### config.mk
export PLATFORM = sky130hd
export DESIGN_NAME = gamepad_io_port_controller
export DESIGN_NICKNAME = d
export VERILOG_FILES = /design/src/sv/gpio_pkg.sv /design/src/sv/gpio_port_mux.sv /design/src/sv/gamepad_io_port_controller.sv
export SDC_FILE = /design/constraint.sdc
export NUM_CORES = 1
export LEC_CHECK = 0
export BUFFER_PORTS_ARGS = -buffer_cell sky130_fd_sc_hd__buf_4
export CAP_MARGIN = 20
export CORE_UTILIZATION = 45
export CTS_CLUSTER_SIZE = 24
export DETAILED_ROUTE_END_ITERATION = 7
export PLACE_DENSITY = 0.75
export SLEW_MARGIN = 20
export SYNTH_ARGS = -nofsm -noshare
export SYNTH_HDL_FRONTEND = slang
export SYNTH_SLANG_ARGS = --single-unit
### constraint.sdc
create_clock -name clock -period 4.6 [get_ports clock]
set_input_delay 0.46 -clock clock [delete_from_list [all_inputs] [get_ports clock]]
set_output_delay 0.46 -clock clock [all_outputs]
set_load 0.01 [all_outputs]
### src/sv/gpio_pkg.sv
`timescale 1ns / 1ps

package gpio_pkg;

   // number of controller ports and register widths
   localparam int unsigned NumPorts  = 3;
   localparam int unsigned ByteWidth = 8;
   localparam int unsigned OffWidth  = 5;

   // configuration port
   localparam int unsigned CsrAddrWidth = 3;
   localparam int unsigned CsrDataWidth = 32;

   // reset value of the version register
   localparam logic [ByteWidth-1:0] VersionReset = 8'ha0;

   // pad line positions
   localparam int unsigned ThBit = 6;

   // register group selected by offset bits 4:1
   typedef enum logic [OffWidth-2:0] {
      SEL_VERSION = 4'd0,
      SEL_DATA0   = 4'd1,
      SEL_DATA1   = 4'd2,
      SEL_DATA2   = 4'd3,
      SEL_DIR0    = 4'd4,
      SEL_DIR1    = 4'd5,
      SEL_DIR2    = 4'd6
   } reg_sel_type;

   // configuration register indexes
   typedef enum logic [0:0] {
      CSR_VERSION = 1'b0
   } csr_index_type;

   // bus access kinds
   localparam logic FuncRead  = 1'b0;
   localparam logic FuncWrite = 1'b1;

endpackage

### src/sv/gpio_port_mux.sv
`timescale 1ns / 1ps

module gpio_port_mux (
   input  logic [gpio_pkg::ByteWidth-1:0] port_data,
   input  logic [gpio_pkg::ByteWidth-1:0] port_dir,
   input  logic [gpio_pkg::ByteWidth-1:0] buttons,
   output logic [gpio_pkg::ByteWidth-1:0] port_value
);

   logic [gpio_pkg::ByteWidth-1:0] drv;
   logic [gpio_pkg::ByteWidth-1:0] nb;
   logic [gpio_pkg::ByteWidth-1:0] pad_in;
   logic                           th_high;

   // output bits come from the data register
   assign drv = port_data & port_dir;

   // th pulls high unless it is driven low
   assign th_high = !port_dir[gpio_pkg::ThBit] || drv[gpio_pkg::ThBit];

   // active-low pad lines, group chosen by th
   assign nb = ~buttons;
   always_comb begin
      if (th_high) begin
         pad_in = {1'b0, 1'b1, nb[5:0]};
      end else begin
         pad_in = {2'b00, nb[7], nb[6], 2'b00, nb[1:0]};
      end
   end

   // merge driven bits with pad inputs
   assign port_value = drv | (pad_in & ~port_dir);

endmodule

### src/sv/gamepad_io_port_controller.sv
`timescale 1ns / 1ps

// channel  | ports                                   | direction
// ---------+-----------------------------------------+----------
// request  | req_valid/ready, func, reg_offset, ...  | in
// response | rsp_valid/ready, rsp_read_data          | out
// csr      | csr_psel/penable/pwrite/paddr/pwdata    | in/out
//
// a request passes one request register, then the decode, port mux and
// register update, then the response register that drives rsp_valid.
// one access is taken every cycle while the response side keeps up.
// synchronous reset clears the port data and direction registers, sets the
// version to 0xa0 and empties both stages; a stalled response holds the
// request stage, which still takes one more transfer before req_ready drops.

module gamepad_io_port_controller (
   input  logic                              clock,
   input  logic                              reset,
   // request channel
   input  logic                              req_valid,
   output logic                              req_ready,
   input  logic                              req_func,
   input  logic [gpio_pkg::OffWidth-1:0]     req_reg_offset,
   input  logic [gpio_pkg::ByteWidth-1:0]    req_write_data,
   input  logic [gpio_pkg::ByteWidth-1:0]    req_buttons_a,
   input  logic [gpio_pkg::ByteWidth-1:0]    req_buttons_b,
   // response channel
   output logic                              rsp_valid,
   input  logic                              rsp_ready,
   output logic [gpio_pkg::ByteWidth-1:0]    rsp_read_data,
   // configuration port
   input  logic                              csr_psel,
   input  logic                              csr_penable,
   input  logic                              csr_pwrite,
   input  logic [gpio_pkg::CsrAddrWidth-1:0] csr_paddr,
   input  logic [gpio_pkg::CsrDataWidth-1:0] csr_pwdata,
   output logic [gpio_pkg::CsrDataWidth-1:0] csr_prdata,
   output logic                              csr_pready
);

   localparam int unsigned BW = gpio_pkg::ByteWidth;

   // request stage
   logic                           req_valid_ff;
   logic                           func_ff;
   logic [gpio_pkg::OffWidth-1:0]  off_ff;
   logic [BW-1:0]                  wdata_ff;
   logic [BW-1:0]                  btn_a_ff;
   logic [BW-1:0]                  btn_b_ff;

   // response stage
   logic                           rsp_valid_ff;
   logic [BW-1:0]                  rsp_data_ff;
   logic [BW-1:0]                  rsp_data_in;

   // block state
   logic [BW-1:0]                  version_ff;
   logic [BW-1:0]                  data_ff [gpio_pkg::NumPorts];
   logic [BW-1:0]                  dir_ff  [gpio_pkg::NumPorts];

   logic                           stage_go;
   logic                           csr_write;
   gpio_pkg::reg_sel_type          sel;
   logic [BW-1:0]                  port_value [gpio_pkg::NumPorts];
   logic [BW-1:0]                  no_buttons;

   // handshakes
   assign stage_go  = req_valid_ff && (!rsp_valid_ff || rsp_ready);
   assign req_ready = !req_valid_ff || stage_go;
   assign rsp_valid = rsp_valid_ff;
   assign rsp_read_data = rsp_data_ff;

   // request register
   always_ff @(posedge clock) begin
      if (reset) begin
         req_valid_ff <= 1'b0;
      end else if (req_ready) begin
         req_valid_ff <= req_valid;
      end
      if (req_valid && req_ready) begin
         func_ff  <= req_func;
         off_ff   <= req_reg_offset;
         wdata_ff <= req_write_data;
         btn_a_ff <= req_buttons_a;
         btn_b_ff <= req_buttons_b;
      end
   end

   // port read muxes, port 2 has no pad
   assign no_buttons = '0;

   gpio_port_mux u_port0 (
      .port_data  (data_ff[0]),
      .port_dir   (dir_ff[0]),
      .buttons    (btn_a_ff),
      .port_value (port_value[0])
   );

   gpio_port_mux u_port1 (
      .port_data  (data_ff[1]),
      .port_dir   (dir_ff[1]),
      .buttons    (btn_b_ff),
      .port_value (port_value[1])
   );

   gpio_port_mux u_port2 (
      .port_data  (data_ff[2]),
      .port_dir   (dir_ff[2]),
      .buttons    (no_buttons),
      .port_value (port_value[2])
   );

   // read decode
   assign sel = gpio_pkg::reg_sel_type'(off_ff[gpio_pkg::OffWidth-1:1]);

   always_comb begin
      rsp_data_in = '0;
      if (func_ff == gpio_pkg::FuncRead) begin
         unique case (sel)
            gpio_pkg::SEL_VERSION: rsp_data_in = version_ff;
            gpio_pkg::SEL_DATA0:   rsp_data_in = port_value[0];
            gpio_pkg::SEL_DATA1:   rsp_data_in = port_value[1];
            gpio_pkg::SEL_DATA2:   rsp_data_in = port_value[2];
            gpio_pkg::SEL_DIR0:    rsp_data_in = dir_ff[0];
            gpio_pkg::SEL_DIR1:    rsp_data_in = dir_ff[1];
            gpio_pkg::SEL_DIR2:    rsp_data_in = dir_ff[2];
            default:               rsp_data_in = '0;
         endcase
      end
   end

   // response register
   always_ff @(posedge clock) begin
      if (reset) begin
         rsp_valid_ff <= 1'b0;
      end else if (stage_go) begin
         rsp_valid_ff <= 1'b1;
      end else if (rsp_ready) begin
         rsp_valid_ff <= 1'b0;
      end
      if (stage_go) begin
         rsp_data_ff <= rsp_data_in;
      end
   end

   // port register writes at odd offsets
   always_ff @(posedge clock) begin
      if (reset) begin
         for (int i = 0; i < gpio_pkg::NumPorts; i++) begin
            data_ff[i] <= '0;
            dir_ff[i]  <= '0;
         end
      end else if (stage_go && func_ff == gpio_pkg::FuncWrite && off_ff[0]) begin
         unique case (sel)
            gpio_pkg::SEL_DATA0: data_ff[0] <= wdata_ff;
            gpio_pkg::SEL_DATA1: data_ff[1] <= wdata_ff;
            gpio_pkg::SEL_DATA2: data_ff[2] <= wdata_ff;
            gpio_pkg::SEL_DIR0:  dir_ff[0]  <= wdata_ff;
            gpio_pkg::SEL_DIR1:  dir_ff[1]  <= wdata_ff;
            gpio_pkg::SEL_DIR2:  dir_ff[2]  <= wdata_ff;
            default: ;
         endcase
      end
   end

   // configuration port
   assign csr_pready = 1'b1;
   assign csr_write  = csr_psel && csr_penable && csr_pwrite;

   always_ff @(posedge clock) begin
      if (reset) begin
         version_ff <= gpio_pkg::VersionReset;
      end else if (csr_write &&
                   csr_paddr[gpio_pkg::CsrAddrWidth-1] == gpio_pkg::CSR_VERSION) begin
         version_ff <= csr_pwdata[BW-1:0];
      end
   end

   always_comb begin
      csr_prdata = '0;
      if (csr_paddr[gpio_pkg::CsrAddrWidth-1] == gpio_pkg::CSR_VERSION) begin
         csr_prdata = {{(gpio_pkg::CsrDataWidth-BW){1'b0}}, version_ff};
      end
   end

`ifndef ASSERT_OFF
   // a write transfer always answers with zero
   a_write_reads_zero: assert property (@(posedge clock) disable iff (reset)
      stage_go && func_ff == gpio_pkg::FuncWrite |=> rsp_valid_ff && rsp_data_ff == '0)
      else $error("write transfer did not return zero");

   // a port 0 data write lands in the data register
   a_data0_write: assert property (@(posedge clock) disable iff (reset)
      stage_go && func_ff == gpio_pkg::FuncWrite && off_ff[0] &&
      sel == gpio_pkg::SEL_DATA0 |=> data_ff[0] == $past(wdata_ff))
      else $error("port 0 data write lost");

   // a direction register read returns the stored value
   a_dir0_read: assert property (@(posedge clock) disable iff (reset)
      stage_go && func_ff == gpio_pkg::FuncRead && sel == gpio_pkg::SEL_DIR0
      |=> rsp_data_ff == $past(dir_ff[0]))
      else $error("port 0 direction read mismatch");

   // a stalled response keeps the request stage from advancing
   a_stall_holds: assert property (@(posedge clock) disable iff (reset)
      rsp_valid_ff && !rsp_ready |-> !stage_go)
      else $error("response overwritten while stalled");
`endif

endmodule

==> impl_metrics.ini, run 1 <==
[outcome]
status = finished clean

[synthesis]
synthesis.instances = 318
yosys_warnings = 0
syn_avg_cell_area_um2 = 13.37
ys_seq_elements = 96
synth_compound_area_share_pct = 11.24
synth-main-ff-cell = edfxtp_1
yosys.cell_types.count = 46
synth_xor_xnor_area_share_pct = 0
synthSimpleGateAreaFrac_pct = 16.04
synth_fa_ha_area_share_pct = 0
synth-edff-count = 86
synthArstFlopShare_pct = 0
synth_top_family_by_area = simple AND/OR/NAND/NOR gates
seq_area_frac_synth_pct = 65.45
synthMuxAreaShare_pct = 1.001
syn-cell-area_um2 = 4252

[min_path]
hold_path_end = wdata_ff[5]
worstHoldStart = req_write_data[5]
hold_path_depth = 1
hold_class = in2reg

[layout]
syn_to_final_growth_pct = 16.42
layout.cells.non_filler = 497
drive_above_1_share_pct = 22.80
diodes = 0
postLayoutCoreUtil_pct = 53.82
nFillCells = 768
design_area_um2 = 4950
finalNetCount = 453

[clock_tree]
cts_resized = 0
root_buffer = clkbuf_8
h-tree-depth = 3
numCtsBuffers = 9
post_cts_buffers = 0
cts_buffer_depth = 2
hold_buffers = 0
clk_latency_ns = 0.36
cts_tree = done
cts_sinks = 96
cts.clk_slew.worst_paths_ns = 0.09

[drt]
drt_first_pass_iters = 5
drt_iter0_drc = 254
routedWlPerCell_um = 17.57
vias_per_cell = 5.340
vias = 2654
finalWirelength_um = 8731
drtAntennaViolNets = 0
drc = 0

[floorplanning]
start_util_pct = 46.23
rows = 35
die_x_um = 99.20
core_area_um2 = 9196
die_y_um = 99.20
die-area_um2 = 9841
io_pins = 115

[timing]
drv_slew = 0
setup_viol = 0
fin_crit_sh_pct = 51.41
tightest_slew_ns = 0.8342
rsz0062_at_grt = no
layout_setup_ws_ns = 2.235
fin_crit_ns = 2.365
hold_violations = 0
setup-tns-final_ns = 0
finClkSkew_ns = 0.007508
relSlewSlack_pct = 44.38
max_freq_mhz = 422.9

[global_route]
grt_busiest_layer = met2
overflow = 0
grt_pass1_vias = 2563
grt_pass1_wl_um = 13540
grt_max_degree = 31
grt_use_met3_pct = 4.498
grt_antenna_before_repair = 0
use_met2_pct = 29.06
grt_use_met1_pct = 24.54
grt_usage_pct = 18.49

[critical_path]
worstPathArrival_ns = 2.38
cp_max_fo = 22
path_class = reg2reg
regToRegEndpoint = data_ff[0][9]
r2r_slack_ns = 2.24
endpoint_kind = flip-flop
ff2ff_path_depth = 3
required_ns = 4.61
crit_path_start_kind = flip-flop
reg2reg_from = off_ff[2]

[flow_run]
maxCapViolations = 0

[placement]
dpl_worst_slack_ns = 2.232
dp.cells = 481
hpwlAfterDp_um = 6020
place_area_um2 = 4706
gp_congestion = 0.7929
io_buffers = 63

[power]
ir_worst_vdd_mv = 0.1780
powerDensity_nw_per_um2 = 362.4
p_leak_nw = 1.874
## cell families (layout without fill, tap and decap cells)
kind of cell,after synthesis,count (layout)
simple gates,114,114
flops,96,96
compound gates,65,65
buf+inv,37,82
mux,4,4
other cells,2,25
## through the flow
step | power, mW | hold WS (ns)
6_report | 1.794 | 0.2667
5_1_grt | 1.852 | 0.2464
4_1_cts | 1.805 | 0.2513
2_1_floorplan | 1.112 | 0.4399
3_5_place_dp | 1.159 | 0.4757
3_3_place_gp | 1.155 | 0.4635
## synth_stat cells (5+ instances only)
cell type / n / area [um^2]
a22o_1: 6 / 52.55
nor2b_1: 19 / 118.9
nor2_1: 7 / 26.28
edfxtp_1: 86 / 2582
dfxtp_1: 10 / 200.2
o21ai_0: 10 / 50.05
a21o_1: 9 / 67.56
a21oi_1: 11 / 55.05
buf_4: 27 / 202.7
nand2b_1: 8 / 50.05
nand2_1: 33 / 123.9
and2_1: 23 / 143.9
a31oi_1: 5 / 31.28
## layout by cell type, fill, tap and decap left out, types with 3 or more instances in the layout
cell type,n
nand2_1,33
nor2b_1,19
a21oi_1,11
a22o_1,6
buf_4,64
nand2b_1,8
edfxtp_1,86
and2_1,23
dfxtp_1,10
clkinvlp_4,4
a211oi_1,4
a21o_1,9
a311o_1,3
conb_1,25
clkbuf_8,9
and3b_1,4
nand3b_1,4
a222oi_1,4
o21ai_0,10
o31ai_1,4
bufinv_16,3
nor2_1,7
a31oi_1,5
## how the worst max path moves through the flow
stage	from	end	slack [ns]
2_1_floorplan	rsp_ready	btn_a_ff[0]	2.80
3_3_place_gp	off_ff[3]	dir_ff[0][6]	2.29
3_5_place_dp	off_ff[3]	dir_ff[0][5]	2.23
4_1_cts	off_ff[2]	data_ff[0][15]	2.25
5_1_grt	off_ff[3]	dir_ff[0][1]	2.14
6_report	off_ff[2]	data_ff[0][9]	2.24
## power breakdown
part	switching, mW	internal, mW
Sequential	0.0297	0.987
Clock	0.293	0.360
Combinational	0.0660	0.0576
Total	0.389	1.41
## critical path, cell delays in order (launching register included)
cell	delay, ns
edfxtp_1	0.90
nand2b_1	0.22
nor3_4	0.41
a21o_1	0.48
## layer usage
metal	up-vias	wire length, um
met3	23	559
li1	1267	-
met4	0	234
met2	127	4035
met1	1237	3901
met5	-	0
## state kept, by name, indices dropped and copies added, names as in the netlist
register and flops:
version_ff 8, data_ff 24, rsp_valid 1, btn_a_ff 8, req_valid_ff 1, dir_ff 24, off_ff 5, btn_b_ff 8
rsp_read_data 8, wdata_ff 8, func_ff 1
## cell type report
cell class              instances  area [um^2]  area share, %
inverters                       2        7.507         0.1517
clock buffers                   9        123.9          2.503
clock inverters                 7        120.1          2.427
well taps                     111        138.9          2.806
flip-flops and latches         96         2783          56.22
repair buffers                 64        480.5          9.707
multi-input cells             208         1296          26.19
(Power assumes the default switching activity.)
==> run 2: changes to the inputs <==
--- a/config.mk
+++ b/config.mk
@@ -5,12 +5,13 @@
 export SDC_FILE = /design/constraint.sdc
 export NUM_CORES = 1
 export LEC_CHECK = 0
+export ABC_AREA = 1
 export BUFFER_PORTS_ARGS = -buffer_cell sky130_fd_sc_hd__buf_4
 export CAP_MARGIN = 20
 export CORE_UTILIZATION = 45
 export CTS_CLUSTER_SIZE = 24
 export DETAILED_ROUTE_END_ITERATION = 7
-export PLACE_DENSITY = 0.75
+export PLACE_DENSITY = 0.78
 export SLEW_MARGIN = 20
 export SYNTH_ARGS = -nofsm -noshare
 export SYNTH_HDL_FRONTEND = slang
==> constraint.sdc (replaced) <==
create_clock -name clock -period 2 [get_ports clock]
set_input_delay 0.2 -clock clock [delete_from_list [all_inputs] [get_ports clock]]
set_output_delay 0.2 -clock clock [all_outputs]
set_load 0.01 [all_outputs]
==> run 2 against run 1 <==
Clock skew increased by 0.0030 ns. Critical path depth increased by 3. Worst setup slack got worse by 2.1 ns. Hold slack got worse by 0.25 ns. Register-to-register slack got worse by 2.1 ns. Clock power increased by 120%. Combinational power increased to 2.9 times the previous value. Clock-buffer cell count unchanged. Synthesized cell count increased by 31%. Utilization increased by 3.2 points. Sequential power increased by 130%. First-iteration DRC count increased by 7.9%.
==> impl_metrics.ini, run 2 <==
[placement]
gp_congestion = 0.8397
dpl_worst_slack_ns = 0.2385
hpwlAfterDp_um = 6233
io_buffers = 63
place_area_um2 = 4842
dp.cells = 597

[synthesis]
syn-cell-area_um2 = 4255
ys_seq_elements = 96
synthArstFlopShare_pct = 0
synth-edff-count = 86
yosysMostFrequentCell = edfxtp_1
seq_area_frac_synth_pct = 65.39
syn_avg_cell_area_um2 = 10.23
synthesis.instances = 416
yosys-top-cells-count = edfxtp_1, nand2_1, nor2_1
synth.top_cell.area_share_pct = 60.69
yosys.cell_types.count = 23
synth-main-ff-cell = edfxtp_1
synth_top_cells_by_area = edfxtp_1, nand2_1, nor2_1
yosys_warnings = 0
yosysTopAreaCell = edfxtp_1

[drt]
drt_first_pass_iters = 5
vias_per_cell = 4.881
highest-signal-layer = met4
routedWlPerCell_um = 14.02
drt_iter0_drc = 274
wl_met2_um = 4210
drc = 0
finalWirelength_um = 8834
drtAntennaViolNets = 0
wl_met1_um = 3597
routed-wl-met3_um = 782
vias = 3075

[power]
p_int_mw = 3.247
p_leak_nw = 2.329
power_mw = 4.127
p_sw_share_pct = 21.33
combPwrFrac_pct = 8.6
power_frac_clock_pct = 35.4
pwr-share-seq_pct = 56.0
powerDensity_nw_per_um2 = 786.7
p_switching_mw = 0.8804
ir_worst_vdd_mv = 0.4053

[clock_tree]
cts_resized = 0
cts_tree = done
cts_sinks = 96
cts_buffer_depth = 2
clk_latency_ns = 0.36
h-tree-depth = 3
numCtsBuffers = 9
root_buffer = clkbuf_8
cts.clk_slew.worst_paths_ns = 0.08

[global_route]
grt_pass1_wl_um = 14050
grt_max_degree = 31
overflow = 0
grt_pass1_vias = 2977
grt_antenna_before_repair = 0
grt_usage_pct = 19.04

[timing]
setup_viol = 0
fin_crit_sh_pct = 93.66
tightest_slew_ns = 0.5826
hold_violations = 0
rsz0062_at_grt = no
finClkSkew_ns = 0.01056
drv_slew = 0
setup-tns-final_ns = 0
relSlewSlack_pct = 61.16
fin_crit_ns = 1.873
layout_setup_ws_ns = 0.1268
hold_ws_ns = 0.01284
max_freq_mhz = 533.8

[layout]
largest_registers = data_ff x24, dir_ff x24
final_cell_mix = edfxtp_1, nand2_1, buf_4, nor2_1, inv_1
design_area_um2 = 5246
syn_to_final_growth_pct = 23.29
multiInputGateArea_um2 = 1129
seqCellArea_um2 = 2783
postLayoutCoreUtil_pct = 57.05
mostFrequentLayoutCell = edfxtp_1
drive_above_1_share_pct = 20.23
diodes = 0
finalNetCount = 586
layout.cells.non_filler = 630
nFillCells = 754

[critical_path]
endpoint_kind = flip-flop
crit_path_start_kind = flip-flop
required_ns = 2.08
worstPathArrival_ns = 1.95
cp_max_fo = 5
path_class = reg2reg

[outcome]
status = finished clean

[floorplanning]
start_util_pct = 46.27
io_pins = 115
die_y_um = 99.25
die-area_um2 = 9850
rows = 35
die_x_um = 99.25
core_area_um2 = 9196

[flow_run]
maxCapViolations = 0

[min_path]
hold_class = in2reg
## run 2: logic make-up (layout without fill, tap and decap cells)
kind of cell | after synthesis | count (layout) | synth area share, %
compound gates | 36 | 36 | 4.587
buf+inv | 87 | 167 | 10.11
flops | 96 | 96 | 65.39
other cells | 2 | 25 | 0.1765
simple gates | 195 | 195 | 19.73
## run 2: final timing paths
check / endpoint / cells past startpoint / slack [ns] / startpoint
max reg2reg: dir_ff[0][9] / 6 / 0.13 / rsp_valid
min: func_ff / 1 / 0.01 / req_func
min reg2reg: version_ff[6] / 2 / 0.49 / version_ff[6]
max: dir_ff[0][9] / 6 / 0.13 / rsp_valid
## run 2: layout make-up
class	instances	area share, %
repair buffers	94	14.26
flip-flops and latches	96	53.04
clock buffers	9	2.361
well taps	111	2.647
clock inverters	7	2.099
multi-input cells	256	21.51
inverters	57	4.078
## run 2: power by group through the flow
| stage | clock network [mW] | registers [mW] | logic [mW] |
|---|---|---|---|
| floorplan | 0 | 2.35 | 0.203 |
| detailed placement | 0 | 2.36 | 0.328 |
| global placement | 0 | 2.35 | 0.320 |
| finish | 1.46 | 2.31 | 0.356 |
| CTS | 1.48 | 2.31 | 0.343 |
| global route | 1.56 | 2.32 | 0.396 |
## run 2: worst max-delay path, stage by stage, from the launching register on
cell,delay [ns]
dfxtp_1,0.33
nand2_1,0.08
nand2_1,0.08
nor2_1,0.36
inv_1,0.17
o21ai_0,0.34
buf_4,0.22
## run 2: what timing repair did
action                                  in CTS  in global routing
endpoints found under the hold margin        9                  9
endpoints found under the setup margin       0                  0
hold buffers                                 8                  9
buffers inserted                             0                  0
## run 2: layer usage
layer / global-route usage (%) / up-vias
met2: 31.78 / 149
met4: 10.75 / 0
met1: 23.14 / 1402
met5: 0 / -
met3: 3.865 / 22
li1: - / 1502
==> run 3: changes to the inputs <==
--- a/config.mk
+++ b/config.mk
@@ -9,6 +9,7 @@
 export BUFFER_PORTS_ARGS = -buffer_cell sky130_fd_sc_hd__buf_4
 export CAP_MARGIN = 20
 export CORE_UTILIZATION = 45
+export CTS_BUF_LIST = sky130_fd_sc_hd__clkbuf_8
 export CTS_CLUSTER_SIZE = 24
 export DETAILED_ROUTE_END_ITERATION = 7
 export PLACE_DENSITY = 0.78
==> constraint.sdc (replaced) <==
create_clock -name clock -period 2 [get_ports clock]
set_input_delay 0.3 -clock clock [delete_from_list [all_inputs] [get_ports clock]]
set_output_delay 0.3 -clock clock [all_outputs]
set_load 0.01 [all_outputs]
==> run 3 against run 2 <==
Total power down 7.4%. Cell count decreased by 3.0%. Sequential power hardly changed. Wire length is 0.25% lower. Highest routed layer unchanged.
==> impl_metrics.ini, run 3 (synthesis gave the netlist of run 2 again) <==
[critical_path]
cp_max_fo = 10
worstPathArrival_ns = 1.89
slowest_delay_ns = 0.48
critPathLaunch = off_ff[4]
worstPathCellList = nor2_4 > nand2_1 > o21ai_0 > buf_4
slowest_stage = edfxtp_1
reg2reg_from = off_ff[4]
path_class = reg2reg
endpoint_kind = flip-flop
required_ns = 2.06
crit_path_start_kind = flip-flop

[power]
combPwrFrac_pct = 8.7
p_int_mw = 2.962
p_sw_share_pct = 22.50
powerDensity_nw_per_um2 = 762.4
p_switching_mw = 0.8598
ir_worst_vdd_mv = 0.3632
pwr-share-seq_pct = 60.5
power_frac_clock_pct = 30.9
p_leak_nw = 2.234

[clock_tree]
numCtsBuffers = 9
root_buffer = clkbuf_8
cts_buffer_depth = 2
post_cts_buffers = 0
cts_sinks = 96
cts_tree = done
hold_buffers = 0
h-tree-depth = 3
clk_latency_ns = 0.36
cts_resized = 0
cts.clk_slew.worst_paths_ns = 0.09

[layout]
syn_to_final_growth_pct = 17.79
final_cell_mix = edfxtp_1, nand2_1, buf_4, nor2_1, inv_1
mostFrequentLayoutCell = edfxtp_1
multiInputGateArea_um2 = 1129
finalNetCount = 568
drive_above_1_share_pct = 20.40
seqCellArea_um2 = 2783
nFillCells = 783
design_area_um2 = 5012
largest_registers = data_ff x24, dir_ff x24
diodes = 0

[drt]
drt_iter0_drc = 222
drc = 0
vias = 3007
finalWirelength_um = 8812
drt_first_pass_iters = 5
drtAntennaViolNets = 0
vias_per_cell = 4.921
routedWlPerCell_um = 14.42

[timing]
finClkSkew_ns = 0.007473
drv_slew = 0
max_freq_mhz = 546.7
setup-tns-final_ns = 0
rsz0062_at_grt = no
relSlewSlack_pct = 61.36
fin_crit_ns = 1.829
hold_violations = 0
layout_setup_ws_ns = 0.1709
tightest_slew_ns = 0.5796
fin_crit_sh_pct = 91.46
setup_viol = 0

[floorplanning]
start_util_pct = 46.27
rows = 35
die_x_um = 99.25
core_area_um2 = 9196
die-area_um2 = 9850
io_pins = 115
die_y_um = 99.25

[global_route]
grt_use_met1_pct = 22.95
use_met2_pct = 32.05
overflow = 0
grt_busiest_layer = met2
grt_max_degree = 31
grt_use_met3_pct = 5.622
grt_usage_pct = 19.15
grt_antenna_before_repair = 0
grt_pass1_vias = 2862
grt_pass1_wl_um = 13950

[placement]
place_area_um2 = 4835
io_buffers = 63
hpwlAfterDp_um = 6340
dpl_worst_slack_ns = 0.1295
gp_congestion = 0.8409

[min_path]
worstHoldStart = reset
hold_class = in2reg

[flow_run]
maxCapViolations = 0

[outcome]
status = finished clean
## run 3: cell types whose count changed in the layout (fill, tap and decap cells not counted)
cell / previous run / this run
buf_4: 77 / 76
bufinv_16: 3 / 1
clkinv_1: 2 / 1
dlygate4sd3_1: 17 / 0
inv_1: 55 / 57
## run 3: area by class of cell
cell class              instances  area share (%)
clock inverters                 6           1.073
flip-flops and latches         96           55.52
multi-input cells             256           22.52
repair buffers                 76           11.38
clock buffers                   9           2.471
inverters                      57           4.269
well taps                     111           2.771
## run 3: stage by stage
step / hold slack, ns / total power [mW] / std cells / utilization (%)
final: 0.1046 / 3.821 / 611 / 54.50
after global placement: 0.4675 / 2.673 / 596 / 52.57
after detailed placement: 0.4695 / 2.686 / 596 / 52.57
after CTS: 0.08932 / 3.836 / 611 / 54.50
after floorplan: 0.3691 / 2.554 / 439 / -
after global routing: 0.07873 / 3.991 / 611 / 54.50
## run 3: worst paths after layout
check / end / slack [ns] / depth (start not counted)
max: data_ff[0][14] / 0.17 / 4
min: rsp_valid / 0.10 / 2
max reg2reg: data_ff[0][14] / 0.17 / 4
min reg2reg: version_ff[1] / 0.48 / 2
## run 3: critical path: cells and delay by family, from the launching register on
kind / cells / cell delay [ns]
AOI/OAI and AO/OA: 1 / 0.28
and+or+nand+nor: 2 / 0.51
DFF: 1 / 0.48
buffers and inverters: 1 / 0.26
## run 3: power by group through the flow
stage                     Combinational [mW]  Clock, mW  Sequential, mW
after floorplan                        0.203          0            2.35
after global placement                 0.320          0            2.35
after detailed placement               0.329          0            2.36
after CTS                              0.331       1.19            2.31
after global routing                   0.368       1.30            2.32
final                                  0.331       1.18            2.31
## run 3: routing by layer
| layer | vias to the layer above | wire (um) | part of all wire [%] |
|---|---|---|---|
| li1 | 1465 | - | - |
| met1 | 1369 | 3536 | 40 |
| met2 | 147 | 4323 | 49 |
| met3 | 26 | 666 | 7.6 |
| met4 | 0 | 286 | 3.2 |
| met5 | - | 0 | 0 |
